## src/design/ssui_pkg.sv

```systemverilog
// shared constants and types of the sorted set union / intersection block
package ssui_pkg;

  localparam int unsigned DEPTH      = 16;
  localparam int unsigned RESULT_CAP = 32;
  localparam int unsigned DATA_W     = 32;
  localparam int unsigned IDX_W      = (DEPTH > 1) ? $clog2(DEPTH) : 1;
  localparam int unsigned CNT_W      = $clog2(DEPTH + 1);
  localparam int unsigned RES_W      = $clog2(RESULT_CAP + 1);

  localparam logic MODE_UNION     = 1'b0;
  localparam logic MODE_INTERSECT = 1'b1;

  typedef enum logic [2:0] {
    ST_LOAD  = 3'b001,
    ST_MERGE = 3'b010,
    ST_FLUSH = 3'b100
  } ssui_state_e;

  typedef logic signed [DATA_W-1:0] ssui_word_t;
  typedef logic [CNT_W-1:0]         ssui_cnt_t;

  // decision of one merge step
  typedef struct packed {
    logic       emit;
    logic       adv_first;
    logic       adv_second;
    logic       done;
    ssui_word_t value;
  } ssui_step_t;

endpackage

```

## src/design/sorted_set_union_intersection.sv

```systemverilog
// top level: load of two sorted lists, merge sequencer and output register
// Loads two ascending lists of signed 32-bit words, one request per cycle while ready; tuser
// picks the list and an element beyond 16 per list is dropped and flagged on every result of
// the run. The request with tlast set starts the merge and the block is not ready until the
// run ends. The merge uses one shared signed comparator, one step per cycle while the output
// side does not stall. Union or intersection is chosen by the mode register, which the user
// must write only while idle; the block does not enforce this.
// An empty result gives one item with none_found set.
module sorted_set_union_intersection (
  input  logic                clk_i,
  input  logic                rst_ni,
  input  logic                cfg_we_i,
  input  logic                cfg_wdata_i,     // set_mode
  input  logic                s_axis_tvalid_i,
  output logic                s_axis_tready_o,
  input  logic signed [31:0]  s_axis_tdata_i,  // item_value
  input  logic                s_axis_tuser_i,  // to_second
  input  logic                s_axis_tlast_i,  // is_final
  output logic                m_axis_tvalid_o,
  input  logic                m_axis_tready_i,
  output logic signed [31:0]  m_axis_tdata_o,  // result_value
  output logic [1:0]          m_axis_tuser_o,  // none_found, overflowed
  output logic                m_axis_tlast_o   // result_last
);
  import ssui_pkg::*;

  ssui_state_e state_q, state_d;
  logic        mode_q;
  ssui_cnt_t   first_idx_q, first_idx_d;
  ssui_cnt_t   second_idx_q, second_idx_d;
  logic [RES_W-1:0] res_cnt_q, res_cnt_d;
  logic        pend_valid_q, pend_valid_d;
  ssui_word_t  pend_value_q, pend_value_d;
  logic        out_valid_q, out_valid_d;
  ssui_word_t  out_value_q, out_value_d;
  logic        out_last_q, out_last_d;
  logic        out_none_q, out_none_d;
  logic        out_ovf_q, out_ovf_d;

  logic        in_fire;
  logic        out_free;
  logic        clear;
  ssui_word_t  rd_first, rd_second;
  ssui_cnt_t   first_count, second_count;
  logic        overflow;
  ssui_step_t  step;

  assign s_axis_tready_o = (state_q == ST_LOAD);
  assign in_fire         = s_axis_tvalid_i && s_axis_tready_o;
  assign out_free        = !out_valid_q || m_axis_tready_i;
  assign clear           = (state_q == ST_FLUSH) && out_free;

  ssui_store u_store (
    .clk_i           (clk_i),
    .rst_ni          (rst_ni),
    .wr_en_i         (in_fire),
    .wr_second_i     (s_axis_tuser_i),
    .wr_value_i      (s_axis_tdata_i),
    .clear_i         (clear),
    .rd_first_idx_i  (first_idx_q),
    .rd_second_idx_i (second_idx_q),
    .rd_first_o      (rd_first),
    .rd_second_o     (rd_second),
    .first_count_o   (first_count),
    .second_count_o  (second_count),
    .overflow_o      (overflow)
  );

  ssui_cmp u_cmp (
    .first_i     (rd_first),
    .second_i    (rd_second),
    .first_ok_i  (first_idx_q < first_count),
    .second_ok_i (second_idx_q < second_count),
    .cap_ok_i    (res_cnt_q < RES_W'(RESULT_CAP)),
    .mode_i      (mode_q),
    .step_o      (step)
  );

  always_comb begin
    state_d      = state_q;
    first_idx_d  = first_idx_q;
    second_idx_d = second_idx_q;
    res_cnt_d    = res_cnt_q;
    pend_valid_d = pend_valid_q;
    pend_value_d = pend_value_q;
    out_valid_d  = out_valid_q && !m_axis_tready_i;
    out_value_d  = out_value_q;
    out_last_d   = out_last_q;
    out_none_d   = out_none_q;
    out_ovf_d    = out_ovf_q;
    case (state_q)
      ST_LOAD: begin
        first_idx_d  = '0;
        second_idx_d = '0;
        res_cnt_d    = '0;
        pend_valid_d = 1'b0;
        if (in_fire && s_axis_tlast_i) state_d = ST_MERGE;
      end
      ST_MERGE: begin
        if (out_free) begin
          if (step.done) begin
            state_d = ST_FLUSH;
          end else begin
            if (step.adv_first) first_idx_d = first_idx_q + 1'b1;
            if (step.adv_second) second_idx_d = second_idx_q + 1'b1;
            if (step.emit) begin
              res_cnt_d    = res_cnt_q + 1'b1;
              pend_valid_d = 1'b1;
              pend_value_d = step.value;
              // previous pick is known not to be the last one
              if (pend_valid_q) begin
                out_valid_d = 1'b1;
                out_value_d = pend_value_q;
                out_last_d  = 1'b0;
                out_none_d  = 1'b0;
                out_ovf_d   = overflow;
              end
            end
          end
        end
      end
      ST_FLUSH: begin
        if (out_free) begin
          out_valid_d  = 1'b1;
          out_value_d  = pend_valid_q ? pend_value_q : '0;
          out_last_d   = 1'b1;
          out_none_d   = !pend_valid_q;
          out_ovf_d    = overflow;
          pend_valid_d = 1'b0;
          state_d      = ST_LOAD;
        end
      end
      default: begin
        state_d = ST_LOAD;
      end
    endcase
  end

  always_ff @(posedge clk_i or negedge rst_ni) begin
    if (!rst_ni) begin
      state_q      <= ST_LOAD;
      mode_q       <= MODE_UNION;
      first_idx_q  <= '0;
      second_idx_q <= '0;
      res_cnt_q    <= '0;
      pend_valid_q <= 1'b0;
      out_valid_q  <= 1'b0;
    end else begin
      state_q      <= state_d;
      first_idx_q  <= first_idx_d;
      second_idx_q <= second_idx_d;
      res_cnt_q    <= res_cnt_d;
      pend_valid_q <= pend_valid_d;
      out_valid_q  <= out_valid_d;
      if (cfg_we_i) mode_q <= cfg_wdata_i;
    end
  end

  always_ff @(posedge clk_i) begin
    pend_value_q <= pend_value_d;
    out_value_q  <= out_value_d;
    out_last_q   <= out_last_d;
    out_none_q   <= out_none_d;
    out_ovf_q    <= out_ovf_d;
  end

  assign m_axis_tvalid_o = out_valid_q;
  assign m_axis_tdata_o  = out_value_q;
  assign m_axis_tuser_o  = {out_ovf_q, out_none_q};
  assign m_axis_tlast_o  = out_last_q;

endmodule

```

## src/design/ssui_store.sv

```systemverilog
// two list stores with fill counts and the drop flag
module ssui_store (
  input  logic                clk_i,
  input  logic                rst_ni,
  input  logic                wr_en_i,
  input  logic                wr_second_i,
  input  ssui_pkg::ssui_word_t wr_value_i,
  input  logic                clear_i,
  input  ssui_pkg::ssui_cnt_t  rd_first_idx_i,
  input  ssui_pkg::ssui_cnt_t  rd_second_idx_i,
  output ssui_pkg::ssui_word_t rd_first_o,
  output ssui_pkg::ssui_word_t rd_second_o,
  output ssui_pkg::ssui_cnt_t  first_count_o,
  output ssui_pkg::ssui_cnt_t  second_count_o,
  output logic                overflow_o
);
  import ssui_pkg::*;

  ssui_word_t first_mem [DEPTH];
  ssui_word_t second_mem [DEPTH];
  ssui_cnt_t  first_count_q, first_count_d;
  ssui_cnt_t  second_count_q, second_count_d;
  logic       overflow_q, overflow_d;
  logic       first_full, second_full;

  assign first_full  = (first_count_q == CNT_W'(DEPTH));
  assign second_full = (second_count_q == CNT_W'(DEPTH));

  always_comb begin
    first_count_d  = first_count_q;
    second_count_d = second_count_q;
    overflow_d     = overflow_q;
    if (clear_i) begin
      first_count_d  = '0;
      second_count_d = '0;
      overflow_d     = 1'b0;
    end else if (wr_en_i) begin
      if (wr_second_i) begin
        if (second_full) overflow_d = 1'b1;
        else second_count_d = second_count_q + 1'b1;
      end else begin
        if (first_full) overflow_d = 1'b1;
        else first_count_d = first_count_q + 1'b1;
      end
    end
  end

  always_ff @(posedge clk_i or negedge rst_ni) begin
    if (!rst_ni) begin
      first_count_q  <= '0;
      second_count_q <= '0;
      overflow_q     <= 1'b0;
    end else begin
      first_count_q  <= first_count_d;
      second_count_q <= second_count_d;
      overflow_q     <= overflow_d;
    end
  end

  always_ff @(posedge clk_i) begin
    if (wr_en_i && !clear_i) begin
      if (wr_second_i && !second_full) second_mem[second_count_q[IDX_W-1:0]] <= wr_value_i;
      if (!wr_second_i && !first_full) first_mem[first_count_q[IDX_W-1:0]] <= wr_value_i;
    end
  end

  assign rd_first_o     = first_mem[rd_first_idx_i[IDX_W-1:0]];
  assign rd_second_o    = second_mem[rd_second_idx_i[IDX_W-1:0]];
  assign first_count_o  = first_count_q;
  assign second_count_o = second_count_q;
  assign overflow_o     = overflow_q;

endmodule

```

## src/design/ssui_cmp.sv

```systemverilog
// shared signed compare and pick unit for one merge step
module ssui_cmp (
  input  ssui_pkg::ssui_word_t first_i,
  input  ssui_pkg::ssui_word_t second_i,
  input  logic                first_ok_i,
  input  logic                second_ok_i,
  input  logic                cap_ok_i,
  input  logic                mode_i,
  output ssui_pkg::ssui_step_t step_o
);
  import ssui_pkg::*;

  logic is_union;

  assign is_union = (mode_i == MODE_UNION);

  always_comb begin
    step_o = '{emit: 1'b0, adv_first: 1'b0, adv_second: 1'b0, done: 1'b0, value: first_i};
    if (first_ok_i && second_ok_i && cap_ok_i) begin
      if (first_i > second_i) begin
        step_o.emit       = is_union;
        step_o.adv_second = 1'b1;
        step_o.value      = second_i;
      end else if (first_i < second_i) begin
        step_o.emit      = is_union;
        step_o.adv_first = 1'b1;
      end else begin
        step_o.emit       = 1'b1;
        step_o.adv_first  = 1'b1;
        step_o.adv_second = 1'b1;
      end
    end else if (is_union && first_ok_i && cap_ok_i) begin
      step_o.emit      = 1'b1;
      step_o.adv_first = 1'b1;
    end else if (is_union && second_ok_i && cap_ok_i) begin
      step_o.emit       = 1'b1;
      step_o.adv_second = 1'b1;
      step_o.value      = second_i;
    end else begin
      step_o.done = 1'b1;
    end
  end

endmodule

```

## config.mk

```make
export PLATFORM = sky130hd
export DESIGN_NAME = sorted_set_union_intersection
export DESIGN_NICKNAME = d
export VERILOG_FILES = /design/src/design/ssui_pkg.sv /design/src/design/sorted_set_union_intersection.sv /design/src/design/ssui_store.sv /design/src/design/ssui_cmp.sv
export SDC_FILE = /design/constraint.sdc
export NUM_CORES = 1
export LEC_CHECK = 0
export BUFFER_PORTS_ARGS = -buffer_cell sky130_fd_sc_hd__buf_2
export CORE_ASPECT_RATIO = 0.7
export CORE_MARGIN = 3
export CORE_UTILIZATION = 65
export DETAILED_ROUTE_END_ITERATION = 8
export PLACE_DENSITY = 0.82
export SLEW_MARGIN = 30
export SYNTH_ARGS = -nofsm -noshare
export SYNTH_HDL_FRONTEND = slang
export SYNTH_SLANG_ARGS = --single-unit
```

## constraint.sdc

```tcl
create_clock -name clk_i -period 9.4 [get_ports clk_i]
set_clock_uncertainty 0.15 [all_clocks]
set_input_delay 1.41 -clock clk_i [delete_from_list [all_inputs] [get_ports clk_i]]
set_output_delay 1.41 -clock clk_i [all_outputs]
set_load 0.03 [all_outputs]
```

# ---- Word level (Yosys, flattened, before mapping)
# Memories as Yosys holds them, arrays and structs flattened.
# Index checks and enable logic that the tools add are counted.
dict set report classes {
  n_addsub 5
  magnitude_cmp 5
  eq_ne 18
  n_mux 83
  n_bitwise 2
  reduce_logical 37
}
# operator n
set ops {}
lappend ops {{$mux 32} 9}
lappend ops {{$mux 5} 14}
lappend ops {{$pmux 32 s2} 1}
lappend ops {{$mux 1} 40}
lappend ops {{$mux 34} 1}
lappend ops {{$gt 32x32->1} 1}
lappend ops {{$lt 32x32->1} 1}
lappend ops {{$add 5x1->5 const B} 4}
lappend ops {{$pmux 5 s2} 2}
lappend ops {{$reduce_and 4->1} 5}
lappend ops {{$mux 6} 3}
lappend ops {{$ne 2x2->1 const B} 8}
lappend ops {{$mux 3} 5}
lappend ops {{$logic_and 1x1->1} 13}
lappend ops {{$pmux 6 s2} 1}
lappend ops {{$eq 5x5->1 const B} 2}
lappend ops {{$lt 5x5->1} 2}
lappend ops {{$pmux 3 s3} 1}
lappend ops {{$reduce_and 3->1} 3}
lappend ops {{$ne 2x1->1 const B} 4}
lappend ops {{$pmux 1 s2} 4}
lappend ops {{$reduce_bool 2->1} 4}
lappend ops {{$logic_not 1->1} 7}
lappend ops {{$add 6x1->6 const B} 1}
lappend ops {{12 further kinds} 14}
dict set report word_totals {
  reg_bits 100
  mem_bits_rw 1024
  inputBits 40
  output_inout_bits 37
  wordCells 167
  memories 2
}
# name depth width read_ports rd_ports_with_merged_regs write_ports line_no
set mem_list {}
lappend mem_list {u_store.first_mem 16 32 1 0 1 ssui_store.sv:19} ;# ssui_word_t first_mem [DEPTH];
lappend mem_list {u_store.second_mem 16 32 1 0 1 ssui_store.sv:20} ;# ssui_word_t second_mem [DEPTH];

# ---- Logic depth before layout (Yosys ltp)
# Gate-level depths: netlist (run 1).
dict set report logic_depth {
  ltp_word 10
  ltp_mapped 16
  ltp_nobuf 12
}

# ---- Hierarchy
# A second synthesis (run 1) with hierarchy kept.
dict set report unflattened {
  cells_unflattened 2117
  hier_area_um2 44242.4
}
# module n_inst cells_per_inst area_each_um2 seq_area_each_um2
set by_module_without_submodules {}
lappend by_module_without_submodules {ssui_store 1 1692 39143.8 31024.8}
lappend by_module_without_submodules {sorted_set_union_intersection 1 247 3601.0 2563.7}
lappend by_module_without_submodules {ssui_cmp 1 178 1497.7 0.0}

# ---- Worst setup path before layout (run 1)
# No wires, ideal clock.
dict set report synth_path {
  path_kind {reg2reg}
  startpoint {register first_idx_q[0]}
  endpoint {register out_value_q[0] (netlist: m_axis_tdata_o[0]) (enable)}
  setup_time_ns 0.427
  arrival_ns 5.184
  required_time_ns 8.823
  path_slack_ns 3.639
  stages_incl_launch_ff 14
  path_buffers 2
  period_less_slack_ns 5.761
  cell_sequence {dfrtp_1 clkbuf_1 clkbuf_1 mux4_2 mux4_2 ha_1 nand4_2 nor4_4 nand4_1 nand3b_4 a31o_1 a31oi_1 a31oi_1 nor2_1}
}
dict set report synth_between {
  elab_chain_len 7
  elab_cells_between_ends 17
  cone_classes {order compare: 3; eq/ne: 2; mux: 6; reduce/logical: 5; memory: 1}
}
# element line_no
set synth_rtl {}
lappend synth_rtl {{start, declared} sorted_set_union_intersection.sv:29} ;# ssui_cnt_t first_idx_q, first_idx_d;
lappend synth_rtl {{start signal, assigned} sorted_set_union_intersection.sv:150} ;# first_idx_q <= first_idx_d;
lappend synth_rtl {{$mem_v2 16x32 / $lt 5x5->1 (equally long branches)} --}
lappend synth_rtl {{$lt 32x32->1 / $logic_and 1x1->1 (equally long branches)} {ssui_cmp.sv:24, ssui_cmp.sv:32}}
lappend synth_rtl {{$mux 2 / $logic_and 1x1->1 (equally long branches)} {ssui_cmp.sv:24, ssui_cmp.sv:32}}
lappend synth_rtl {{$mux 1, or another cell as far along} ssui_cmp.sv:20} ;# if (first_i > second_i) begin
lappend synth_rtl {{$mux 3 / $mux 1 (equally long branches)} ssui_cmp.sv:19} ;# if (first_ok_i && second_ok_i && cap_ok_i) begin
lappend synth_rtl {{$ne 2x2->1 (no source line)} --}
lappend synth_rtl {{$reduce_and 6->1 (no source line) (*)} --}
lappend synth_rtl {{end signal, assigned} sorted_set_union_intersection.sv:161} ;# out_value_q <= out_value_d;
lappend synth_rtl {{end, declared} sorted_set_union_intersection.sv:35} ;# ssui_word_t out_value_q, out_value_d;
# Every way passes the cells marked *; elsewhere a longest branch is shown, timed or not.
# A chain may end at the register's enable or synchronous reset.

# ---- Worst setup path after layout (run 1)
dict set report layout_path {
  startpoint {register first_idx_q[0]}
  endpoint {register pend_value_q[8] (enable)}
}
dict set report layout_between {
  elab_chain_len 7
  elab_cells_between_ends 16
  cone_classes {order compare: 3; mux: 6; bitwise: 1; reduce/logical: 5; memory: 1}
}
# element line_no
set layout_rtl {}
lappend layout_rtl {{parallel branches: the longest is 6 deep, another holds $mem_v2 16x32} --}
lappend layout_rtl {{$reduce_and 4->1 (no source line) (*)} --}
lappend layout_rtl {{end signal, assigned} sorted_set_union_intersection.sv:160} ;# pend_value_q <= pend_value_d;
lappend layout_rtl {{end, declared} sorted_set_union_intersection.sv:33} ;# ssui_word_t pend_value_q, pend_value_d;
# Mark *: on every way between the ends.

==> metrics.md, run 1 <==
| Metric | Value |
|---|---|
| Worst Hold Class | reg2reg |
| CTS Hold Bufs | 0 |
| CP peak stage delay | 880 ps |
| Vias in the first global route | roughly 22000 |
| Adder-cell share of the synthesized area | 1.47% |
| Synth cell count leaders | edfxtp_1, mux4_2, inv_1 |
| CP startpoint kind | flip-flop |
| Worst-path clk slew | roughly 70 ps |
| CTS Sinks | approximately 1100 |
| Final non-filler cell total | slightly above 3000 |
| Crit-path max FO | 35 |
| Worst Slack Setup Final | ~3000 ps |
| Final Cycle Share | about two thirds |
| Initial antenna violation count | 4 |
| Top_reg_cell synth | edfxtp_1 |
| Core area | ~67000 um2 |
| Synth Area per Inst | approximately 23 um2 |
| Status | complete, no violations |
| Max Slew Vio Count | 0 |
| Synth Cell Area | ~44000 um2 |
| Sequential cell area fraction in the yosys report | between 70% and 80% |
| Dominant cells by area after synthesis | edfxtp_1, mux4_2, dfrtp_1, ha_1, mux2_1 |
| Placement Setup Slack | roughly 3100 ps |
| Vias per cell | slightly above 7 |
| F_max | around 160 MHz |
| Total negative slack | 0 ps |
| Number of fill cells | around 3500 |
| Final core occ | 73.4% |
| Max-Cap Viols | 0 |
| Drt drc | 0 |
| Pleak | 0.0155 uW |
| VDD IR max | 0.218 mV |
| Post-synthesis mux area share | 17.3% |
| GRT Total Usage | 31.6% |
| CP Data Required Time | roughly 9600 ps |
| Area share of the largest cell type after synthesis | between 70% and 80% |
| Simple-Gate Fraction of Synth Area | 2.17% |
| Top Family by Delay on Critical Path | simple AND/OR/NAND/NOR gates |
| Critical-path top delay cell | dfrtp_4 |
| Worst-Margin Slew | ~1000 ps |
| DRT Pass-1 Iters | 6 |
| Rows | 79 |
| Initial DRC count | about 3300 |
| Clock buffer depth | 3 |
| Slew headroom | 33.0% |
| Post-cts resize count | 0 |
| Cells after Synth | roughly 1900 |
| Syn_nets | roughly 2000 |
| H-tree depth | 3 |
| Starting Density | around two thirds |
| DR WL/cell | roughly 35 um |
| Share of post-route cells with drive strength above 1 | 30.1% |
| Critical Path AT | around 6500 ps |
| RSZ-0062 raised after global routing | false |
| First-pass GRT wire length | ~160000 um |
| Ys async rst share | under 10% |
| Synth Area in XOR/XNOR | 0.159% |
| Placed Cells | 2876 |
| Num CTS Buffers | 97 |
| Critical setup path kind | reg2reg |
| I/O Buffers | 76 |
| Final critical-path required period | around 6400 ps |
| Worst-skew pair later-pin latency | roughly 670 ps |
| #FFs+latches synth | around 1100 |
| Post-synth EDFFs | about 1100 |
| Worst Path Buf+Inv | 3 |
| Die area | 70900 um2 |
| Grt ovf | 0 |
| Yosys warning total | 0 |
| # IOs | 77 |
| Root Driver | clkbuf_16 |
| Pin count of the biggest net entering global routing | roughly 120 |
| Post-synth top area cell | edfxtp_1 |
| Final WL | approximately 110000 um |
| Final Wtd Congestion | slightly below 0.9 |
| Post-DP HPWL | slightly below 60000 um |
| Pwr Density | 219 nW/um2 |
| CP Capture Type | flip-flop |
| Count leader, synth | edfxtp_1 |
| Area Growth Syn to Fin | 11.4% |
| Final Setup Violations | 0 |
| Post-layout nets | about 2200 |
| Routed Antenna Nets | 0 |
| CTS tree | done |
| Post-synthesis compound-gate area fraction | around 1.2% |
| Largest family of logic cells by synthesized area | multiplexers |
| Post-CTS setup buffer count | 0 |
| Critical path, cell by cell | buf_4, mux4_2, mux4_2, ha_1, nand4_2, nor4_4, nand4_1, nand3b_4, a31o_1, a211oi_4, nand2_1, inv_1, buf_4 |
| Hold Vio Cnt, Final | 0 |
| Synth cell types | 59 |
| DIE HEIGHT | ~220 um |
| Vias | 22100 |
| Width of the die | 317 um |
[final timing paths]
check                                   start              end  slack (ps)  cells after the start
setup / recovery               first_idx_q[0]  pend_value_q[8]        3010                     13
hold / removal             u_store.overflow_o        out_ovf_q         350                      0
setup reg to reg               first_idx_q[0]  pend_value_q[8]        3010                     13
hold reg to reg            u_store.overflow_o        out_ovf_q         350                      0
max in group asynchronous              rst_ni  second_idx_q[0]        7850                      1
min in group asynchronous              rst_ni       state_q[1]         670                      1
[metrics by stage]
stage	power, uW	instance area, um2	hold slack, ps
after global placement	6730	45800	326
final	10700	49000	349
after CTS	10800	49000	358
after detailed placement	6790	45800	340
after global routing	11000	49000	375
after floorplan	6440	44000	275
[cells by family after synthesis]
logic type      Yosys count
compound gates           79
buf+inv                 143
mux                     357
fa+ha+maj                52
flops                  1124
xor+xnor                  8
simple gates            181
[power by group]
part,internal [uW],switching (uW),leakage [uW]
Clock,2250,1770,0.00154
Combinational,347,591,0.00367
Sequential,5690,98.2,0.0103
[flip-flops by register name, indices dropped and copies added, names as in the netlist, 3 cells and up]
name / cells
res_cnt_q: 6
pend_value_q: 32
first_idx_q: 5
u_store.first_count_o: 5
state_q: 3
m_axis_tdata_o: 32
u_store.first_mem: 512
u_store.second_mem: 512
u_store.second_count_o: 5
second_idx_q: 5
[metal layers]
layer	up-vias	track usage [%]	part of all wire, %
met4	4	9.92	3.4
met1	11500	46.9	36
met3	294	9.33	14
met5	-	0	0.023
met2	1820	46.9	46
li1	8418	-	-
[layout make-up]
class                      count  area (um2)  share of cell area [%]
tap                          891        1110                    2.28
timing repair buffer         128         841                    1.72
inverter                      56         210                   0.429
clock inverter                54         558                    1.14
clock buffer                 121        2610                    5.33
antenna                        1        2.50                 0.00511
multi-input combinational    677       10000                    20.5
sequential                  1124       33600                    68.6
[worst register-to-register path, stage by stage (launching register included)]
cell and delay [ps]:
dfrtp_4 880, buf_4 640, mux4_2 580, mux4_2 550, ha_1 370, nand4_2 190
nor4_4 550, nand4_1 300, nand3b_4 280, a31o_1 310, a211oi_4 470, nand2_1 190
inv_1 90, buf_4 430
[cells in the final DEF (no fill, tap or decap), types with 3 or more instances in the layout]
| master | instances |
|---|---|
| bufinv_16 | 10 |
| nand2_1 | 39 |
| and3_1 | 4 |
| nand2b_1 | 7 |
| o21ai_0 | 15 |
| mux2i_1 | 4 |
| a21o_1 | 7 |
| buf_2 | 76 |
| a31oi_1 | 6 |
| mux4_2 | 320 |
| clkbuf_1 | 17 |
| nand4_1 | 9 |
| nor2_4 | 26 |
| a31o_1 | 3 |
| clkbuf_8 | 5 |
| mux2_2 | 12 |
| a21oi_1 | 30 |
| dfrtp_4 | 4 |
| clkinv_2 | 12 |
| nor3_2 | 8 |
| nor2b_1 | 36 |
| dfrtp_2 | 3 |
| clkinvlp_4 | 3 |
| mux2_1 | 21 |
| buf_12 | 4 |
| clkbuf_16 | 99 |
| nand3_1 | 11 |
| buf_4 | 47 |
| ha_1 | 51 |
| nor2_1 | 24 |
| xnor2_1 | 7 |
| edfxtp_1 | 1091 |
| inv_6 | 3 |
| inv_1 | 55 |
| dfrtp_1 | 25 |
| clkinv_1 | 22 |
Power figures use the tool's default switching activity.
==> run 2, diff against run 1 <==
--- a/config.mk
+++ b/config.mk
@@ -8,9 +8,9 @@
 export BUFFER_PORTS_ARGS = -buffer_cell sky130_fd_sc_hd__buf_2
 export CORE_ASPECT_RATIO = 0.7
 export CORE_MARGIN = 3
-export CORE_UTILIZATION = 65
+export CORE_UTILIZATION = 56
 export DETAILED_ROUTE_END_ITERATION = 8
-export PLACE_DENSITY = 0.82
+export PLACE_DENSITY = 0.75
 export SLEW_MARGIN = 30
 export SYNTH_ARGS = -nofsm -noshare
 export SYNTH_HDL_FRONTEND = slang
==> constraint.sdc (replaced) <==
create_clock -name clk_i -period 5.77 [get_ports clk_i]
set_clock_uncertainty 0.15 [all_clocks]
set_input_delay 0.8655 -clock clk_i [delete_from_list [all_inputs] [get_ports clk_i]]
set_output_delay 0.8655 -clock clk_i [all_outputs]
set_load 0.03 [all_outputs]
==> metrics.md, run 2 (synthesis results as in run 1) <==
| Metric | Value |
|---|---|
| CP Data Required Time | 6010 ps |
| Critical path, cell by cell | buf_12, buf_4, mux4_2, mux4_2, inv_1, ha_1, a21o_1, a221o_1, a22oi_2, a21oi_1, a311oi_2, o22ai_1, nand2_2, buf_12, mux2_1 |
| # IOs | 77 |
| Total negative slack | 0 ps |
| Pleak | around 0.016 uW |
| DRT Pass-1 Iters | 6 |
| Post-cts resize count | 0 |
| F_max | 193 MHz |
| Final non-filler cell total | 3254 |
| GRT Total Usage | between 20 and 30% |
| RSZ-0062 raised after global routing | false |
| Max Slew Vio Count | 0 |
| Clock power frac | around 38% |
| Post-layout nets | 2212 |
| Core area | 77300 um2 |
| Area Growth Syn to Fin | 13.2% |
| Initial antenna violation count | 4 |
| Post-CTS setup buffer count | 0 |
| Post-DP HPWL | 61600 um |
| CP peak stage delay | ~570 ps |
| First-pass GRT wire length | roughly 160000 um |
| Critical setup path kind | reg2reg |
| Drt drc | 0 |
| Width of the die | 341 um |
| Final Setup Violations | 0 |
| Initial DRC count | ~3300 |
| Leading cell type in the layout, fill and taps excluded | edfxtp_1 |
| Num CTS Buffers | 100 |
| DP Area | approximately 46000 um2 |
| Power Internal | roughly 14000 uW |
| Slew headroom | between 20% and 30% |
| RR Startpoint | second_idx_q[0] |
| Worst-Margin Slew | approximately 1100 ps |
| Starting Density | between 50 and 60% |
| Seq pwr share | approximately 53% |
| R2R Path End | pend_value_q[29] |
| CP startpoint kind | flip-flop |
| Routed Antenna Nets | 0 |
| Design area | 49800 um2 |
| Final core occ | ~64% |
| DR WL/cell | about 33 um |
| Vias in the first global route | ~22000 |
| Critical Path AT | about 5400 ps |
| Crit-path max FO | 24 |
| Worst R2R Setup Slack | roughly 580 ps |
| Vias | 21800 |
| Grt ovf | 0 |
| I/O Buffers | 76 |
| Worst Hold Class | in2async |
| Max-Cap Viols | 0 |
| Placed Cells | around 3100 |
| Most frequent cells in the layout | edfxtp_1, mux4_2, clkbuf_16 |
| Setup crit start | second_idx_q[0] |
| CTS Sinks | between 1000 and 1500 |
| Share of post-route cells with drive strength above 1 | roughly a third |
| Worst-path clk slew | approximately 60 ps |
| Final Wtd Congestion | between 0.8 and 0.9 |
| Status | complete, no violations |
| Sw Ratio | between 20% and 30% |
| CP Capture Type | flip-flop |
| Critical-path top delay cell | mux4_2 |
| Logic gate share of total power | under 10% |
| VDD IR max | ~0.26 mV |
| CP Depth | 15 |
| Total power | roughly 18000 uW |
| Hold Vio Cnt, Final | 0 |
| H-tree depth | 3 |
| Pwr Density | between 300 and 400 nW/um2 |
| Vias per cell | 6.71 |
| Clock buffer depth | 3 |
| P_sw | 4050 uW |
| Final WL | 107000 um |
| R2r worst-path depth | 15 |
| Worst Path Buf+Inv | 4 |
| CTS tree | done |
| Die area | between 80000 and 90000 um2 |
| DIE HEIGHT | 240 um |
| CTS Hold Bufs | 0 |
| Pin count of the biggest net entering global routing | 54 |
| Rows | between 80 and 90 |
| Top Family by Delay on Critical Path | multiplexers |
| CP endpoint | pend_value_q[29] |
| Final Cycle Share | 89.9% |
| Worst-skew pair later-pin latency | between 600 and 700 ps |
| Root Driver | clkbuf_16 |
| Final critical-path required period | 5190 ps |
[run 2: layer usage]
metal,up-vias,GRT usage [%],routed length [um]
met5,-,0,0
met4,0,7.86,3070
met3,201,6.30,13100
met2,1537,38.8,48000
met1,11600,42.0,43200
li1,8499,-,-
[run 2: area by class of cell]
type                       instances  area [um2]
timing repair buffer             162        1340
multi-input combinational        677       10000
antenna                            6        15.0
inverter                          56         210
clock buffer                     121        2640
tap                             1044        1310
sequential                      1124       33600
clock inverter                    64         642
fill                            4883       27500
[run 2: worst register-to-register path, cell delays in order (launching register included)]
cell      delay (ps)
dfrtp_4          450
buf_12           230
buf_4            340
mux4_2           570
mux4_2           540
inv_1             90
ha_1             330
a21o_1           230
a221o_1          430
a22oi_2          230
a21oi_1          110
a311oi_2         300
o22ai_1          140
nand2_2          120
buf_12           210
mux2_1           430
[run 2: worst min-delay path by stage]
stage	startpoint	end	cells after the start
floorplan	u_store.overflow_o	out_ovf_q	0
global placement	u_store.overflow_o	out_ovf_q	0
detailed placement	u_store.overflow_o	out_ovf_q	0
CTS	rst_ni	second_idx_q[0]	1
global route	rst_ni	m_axis_tvalid_o	1
finish	rst_ni	second_idx_q[0]	1
[run 2: through the flow]
step / setup WS [ps] / hold WS (ps)
after detailed placement: 658 / 308
after CTS: 624 / 122
after global placement: 666 / 317
after floorplan: 8.71 / 275
after global routing: 368 / 175
final: 583 / 135
[run 2: power by group through the flow]
stage                     combinational [uW]  sequential, uW  clock, uW
after global placement                  1560            9550          0
after detailed placement                1610            9570          0
final                                   1640            9400       6700
after global routing                    1740            9420       7110
after CTS                               1630            9400       6770
after floorplan                          979            9520          0
==> run 3, diff against run 2 <==
--- a/config.mk
+++ b/config.mk
@@ -8,9 +8,8 @@
 export BUFFER_PORTS_ARGS = -buffer_cell sky130_fd_sc_hd__buf_2
 export CORE_ASPECT_RATIO = 0.7
 export CORE_MARGIN = 3
-export CORE_UTILIZATION = 56
+export CORE_UTILIZATION = 45
 export DETAILED_ROUTE_END_ITERATION = 8
-export PLACE_DENSITY = 0.75
 export SLEW_MARGIN = 30
 export SYNTH_ARGS = -nofsm -noshare
 export SYNTH_HDL_FRONTEND = slang
==> metrics.md, run 3 (synthesis results as in run 1) <==
| Metric | Value |
|---|---|
| Number of fill cells | 7444 |
| Routed Antenna Nets | 0 |
| Final critical-path required period | between 5000 and 6000 ps |
| Placement Setup Slack | between 500 and 600 ps |
| Vias per cell | just under 6 |
| CTS tree | done |
| Max-Cap Viols | 0 |
| Final Wtd Congestion | about 0.84 |
| DRT Pass-1 Iters | 5 |
| Crit-path max FO | 33 |
| Max Slew Vio Count | 0 |
| First-pass GRT wire length | 157000 um |
| Critical Path AT | ~5500 ps |
| Post-cts resize count | 0 |
| R2r worst-path depth | 13 |
| Die area | between 100000 and 150000 um2 |
| Setup crit start | first_idx_q[0] |
| CP Capture Type | flip-flop |
| Pleak | between 0.015 and 0.02 uW |
| Num CTS Buffers | 104 |
| Width of the die | between 300 and 400 um |
| Core area | around 96000 um2 |
| Initial DRC count | roughly 2400 |
| Pwr Density | between 300 and 400 nW/um2 |
| Vias | 21100 |
| DIE HEIGHT | 268 um |
| Post-DP HPWL | about 65000 um |
| Most frequent cells in the layout | edfxtp_1, mux4_2, clkbuf_16 |
| CP Data Required Time | approximately 6000 ps |
| Status | complete, no violations |
| Starting Density | 45.6% |
| Worst Path Buf+Inv | 2 |
| CP startpoint kind | flip-flop |
| RR Startpoint | first_idx_q[0] |
| Final non-filler cell total | between 3000 and 4000 |
| # IOs | 77 |
| Area Growth Syn to Fin | 14.0% |
| Final Cycle Share | 92.1% |
| Critical path, cell by cell | buf_12, mux4_2, mux4_2, ha_1, nand4_2, nor4_4, o21ai_0, and3_1, a31o_1, a31oi_1, a31oi_1, nor2_4, buf_12 |
| Initial antenna violation count | 7 |
| GRT Total Usage | between 20 and 25% |
| Worst Slack Setup Final | around 460 ps |
| CP peak stage delay | roughly 630 ps |
| H-tree depth | 3 |
| Pin count of the biggest net entering global routing | 49 |
| Clock buffer depth | 3 |
| CTS Sinks | around 1100 |
| Total negative slack | 0 ps |
| Vias in the first global route | around 21000 |
| F_max | roughly 190 MHz |
| R2R Path End | m_axis_tdata_o[16] |
| Slew headroom | a little under a third |
| Worst R2R Setup Slack | between 400 and 500 ps |
| Rows | 95 |
| Hold Vio Cnt, Final | 0 |
| Grt ovf | 0 |
| Final WL | between 100000 and 150000 um |
| RSZ-0062 raised after global routing | false |
| Critical-path top delay cell | nor4_4 |
| Final Setup Violations | 0 |
| Worst Hold Class | in2async |
| CTS Hold Bufs | 0 |
| Worst-Margin Slew | ~1000 ps |
| Root Driver | clkbuf_16 |
| Post-layout nets | roughly 2200 |
| Leading cell type in the layout, fill and taps excluded | edfxtp_1 |
| Top Family by Delay on Critical Path | simple AND/OR/NAND/NOR gates |
| Worst-path clk slew | approximately 70 ps |
| Share of post-route cells with drive strength above 1 | a little under a third |
| VDD IR max | between 0.2 and 0.25 mV |
| Critical setup path kind | reg2reg |
| DR WL/cell | approximately 31 um |
| Placed Cells | approximately 3300 |
| Worst-skew pair later-pin latency | between 600 and 700 ps |
| Post-CTS setup buffer count | 0 |
| CP Depth | 13 |
| I/O Buffers | 76 |
| Drt drc | 0 |
run 3: cell count changes in the layout (fill, tap and decap cells not counted), moves of 4 or more:
cell,previous run,this run
buf_4,65,72
bufinv_16,12,6
clkinvlp_4,3,9
clkbuf_1,17,21
clkinv_1,20,24
diode_2,6,2
run 3: metrics by stage:
step                      area (um2)  hold WS, ps  total power, uW  utilization, %
after floorplan                44000          275            10500               -
after global placement         46800          340            11100            48.5
after detailed placement       46800          327            11200            48.6
after CTS                      50000          125            17700            51.9
after global routing           50100          160            18200            52.0
final                          50100          145            17600            52.0
run 3: where the power goes:
part           internal, uW  leakage [uW]  switching (uW)
logic                   606       0.00396             996
registers              9270        0.0103             122
clock network          3610       0.00156            2980
run 3: final cells by class:
type	instances	area, um2	area share [%]
sequential	1124	33600	67.0
multi-input combinational	677	10000	20.0
clock buffer	126	2710	5.40
tap	1309	1640	3.27
timing repair buffer	171	1430	2.84
clock inverter	68	513	1.02
inverter	56	210	0.419
antenna	2	5.00	0.00998
run 3: worst max path at each step:
stage / slack, ps / end
after floorplan: 9 / m_axis_tdata_o[0]
after detailed placement: 530 / m_axis_tdata_o[7]
after global placement: 590 / pend_value_q[15]
final: 460 / m_axis_tdata_o[16]
after global routing: 170 / m_axis_tdata_o[16]
after CTS: 490 / m_axis_tdata_o[7]
run 3: routing by layer:
layer / GRT usage [%] / part of all wire [%] / vias to the layer above
met5: 0 / 0.028 / -
met4: 5.21 / 2.0 / 4
met3: 5.71 / 8.9 / 141
met2: 29.9 / 42 / 919
met1: 34.9 / 47 / 11500
li1: - / - / 8533
run 3: worst register-to-register path: stages, from the launching register on:
cell     delay (ps)
dfrtp_4         540
buf_12          290
mux4_2          610
mux4_2          520
ha_1            360
nand4_2         200
nor4_4          630
o21ai_0         250
and3_1          210
a31o_1          250
a31oi_1         240
a31oi_1         180
nor2_4          250
buf_12          260
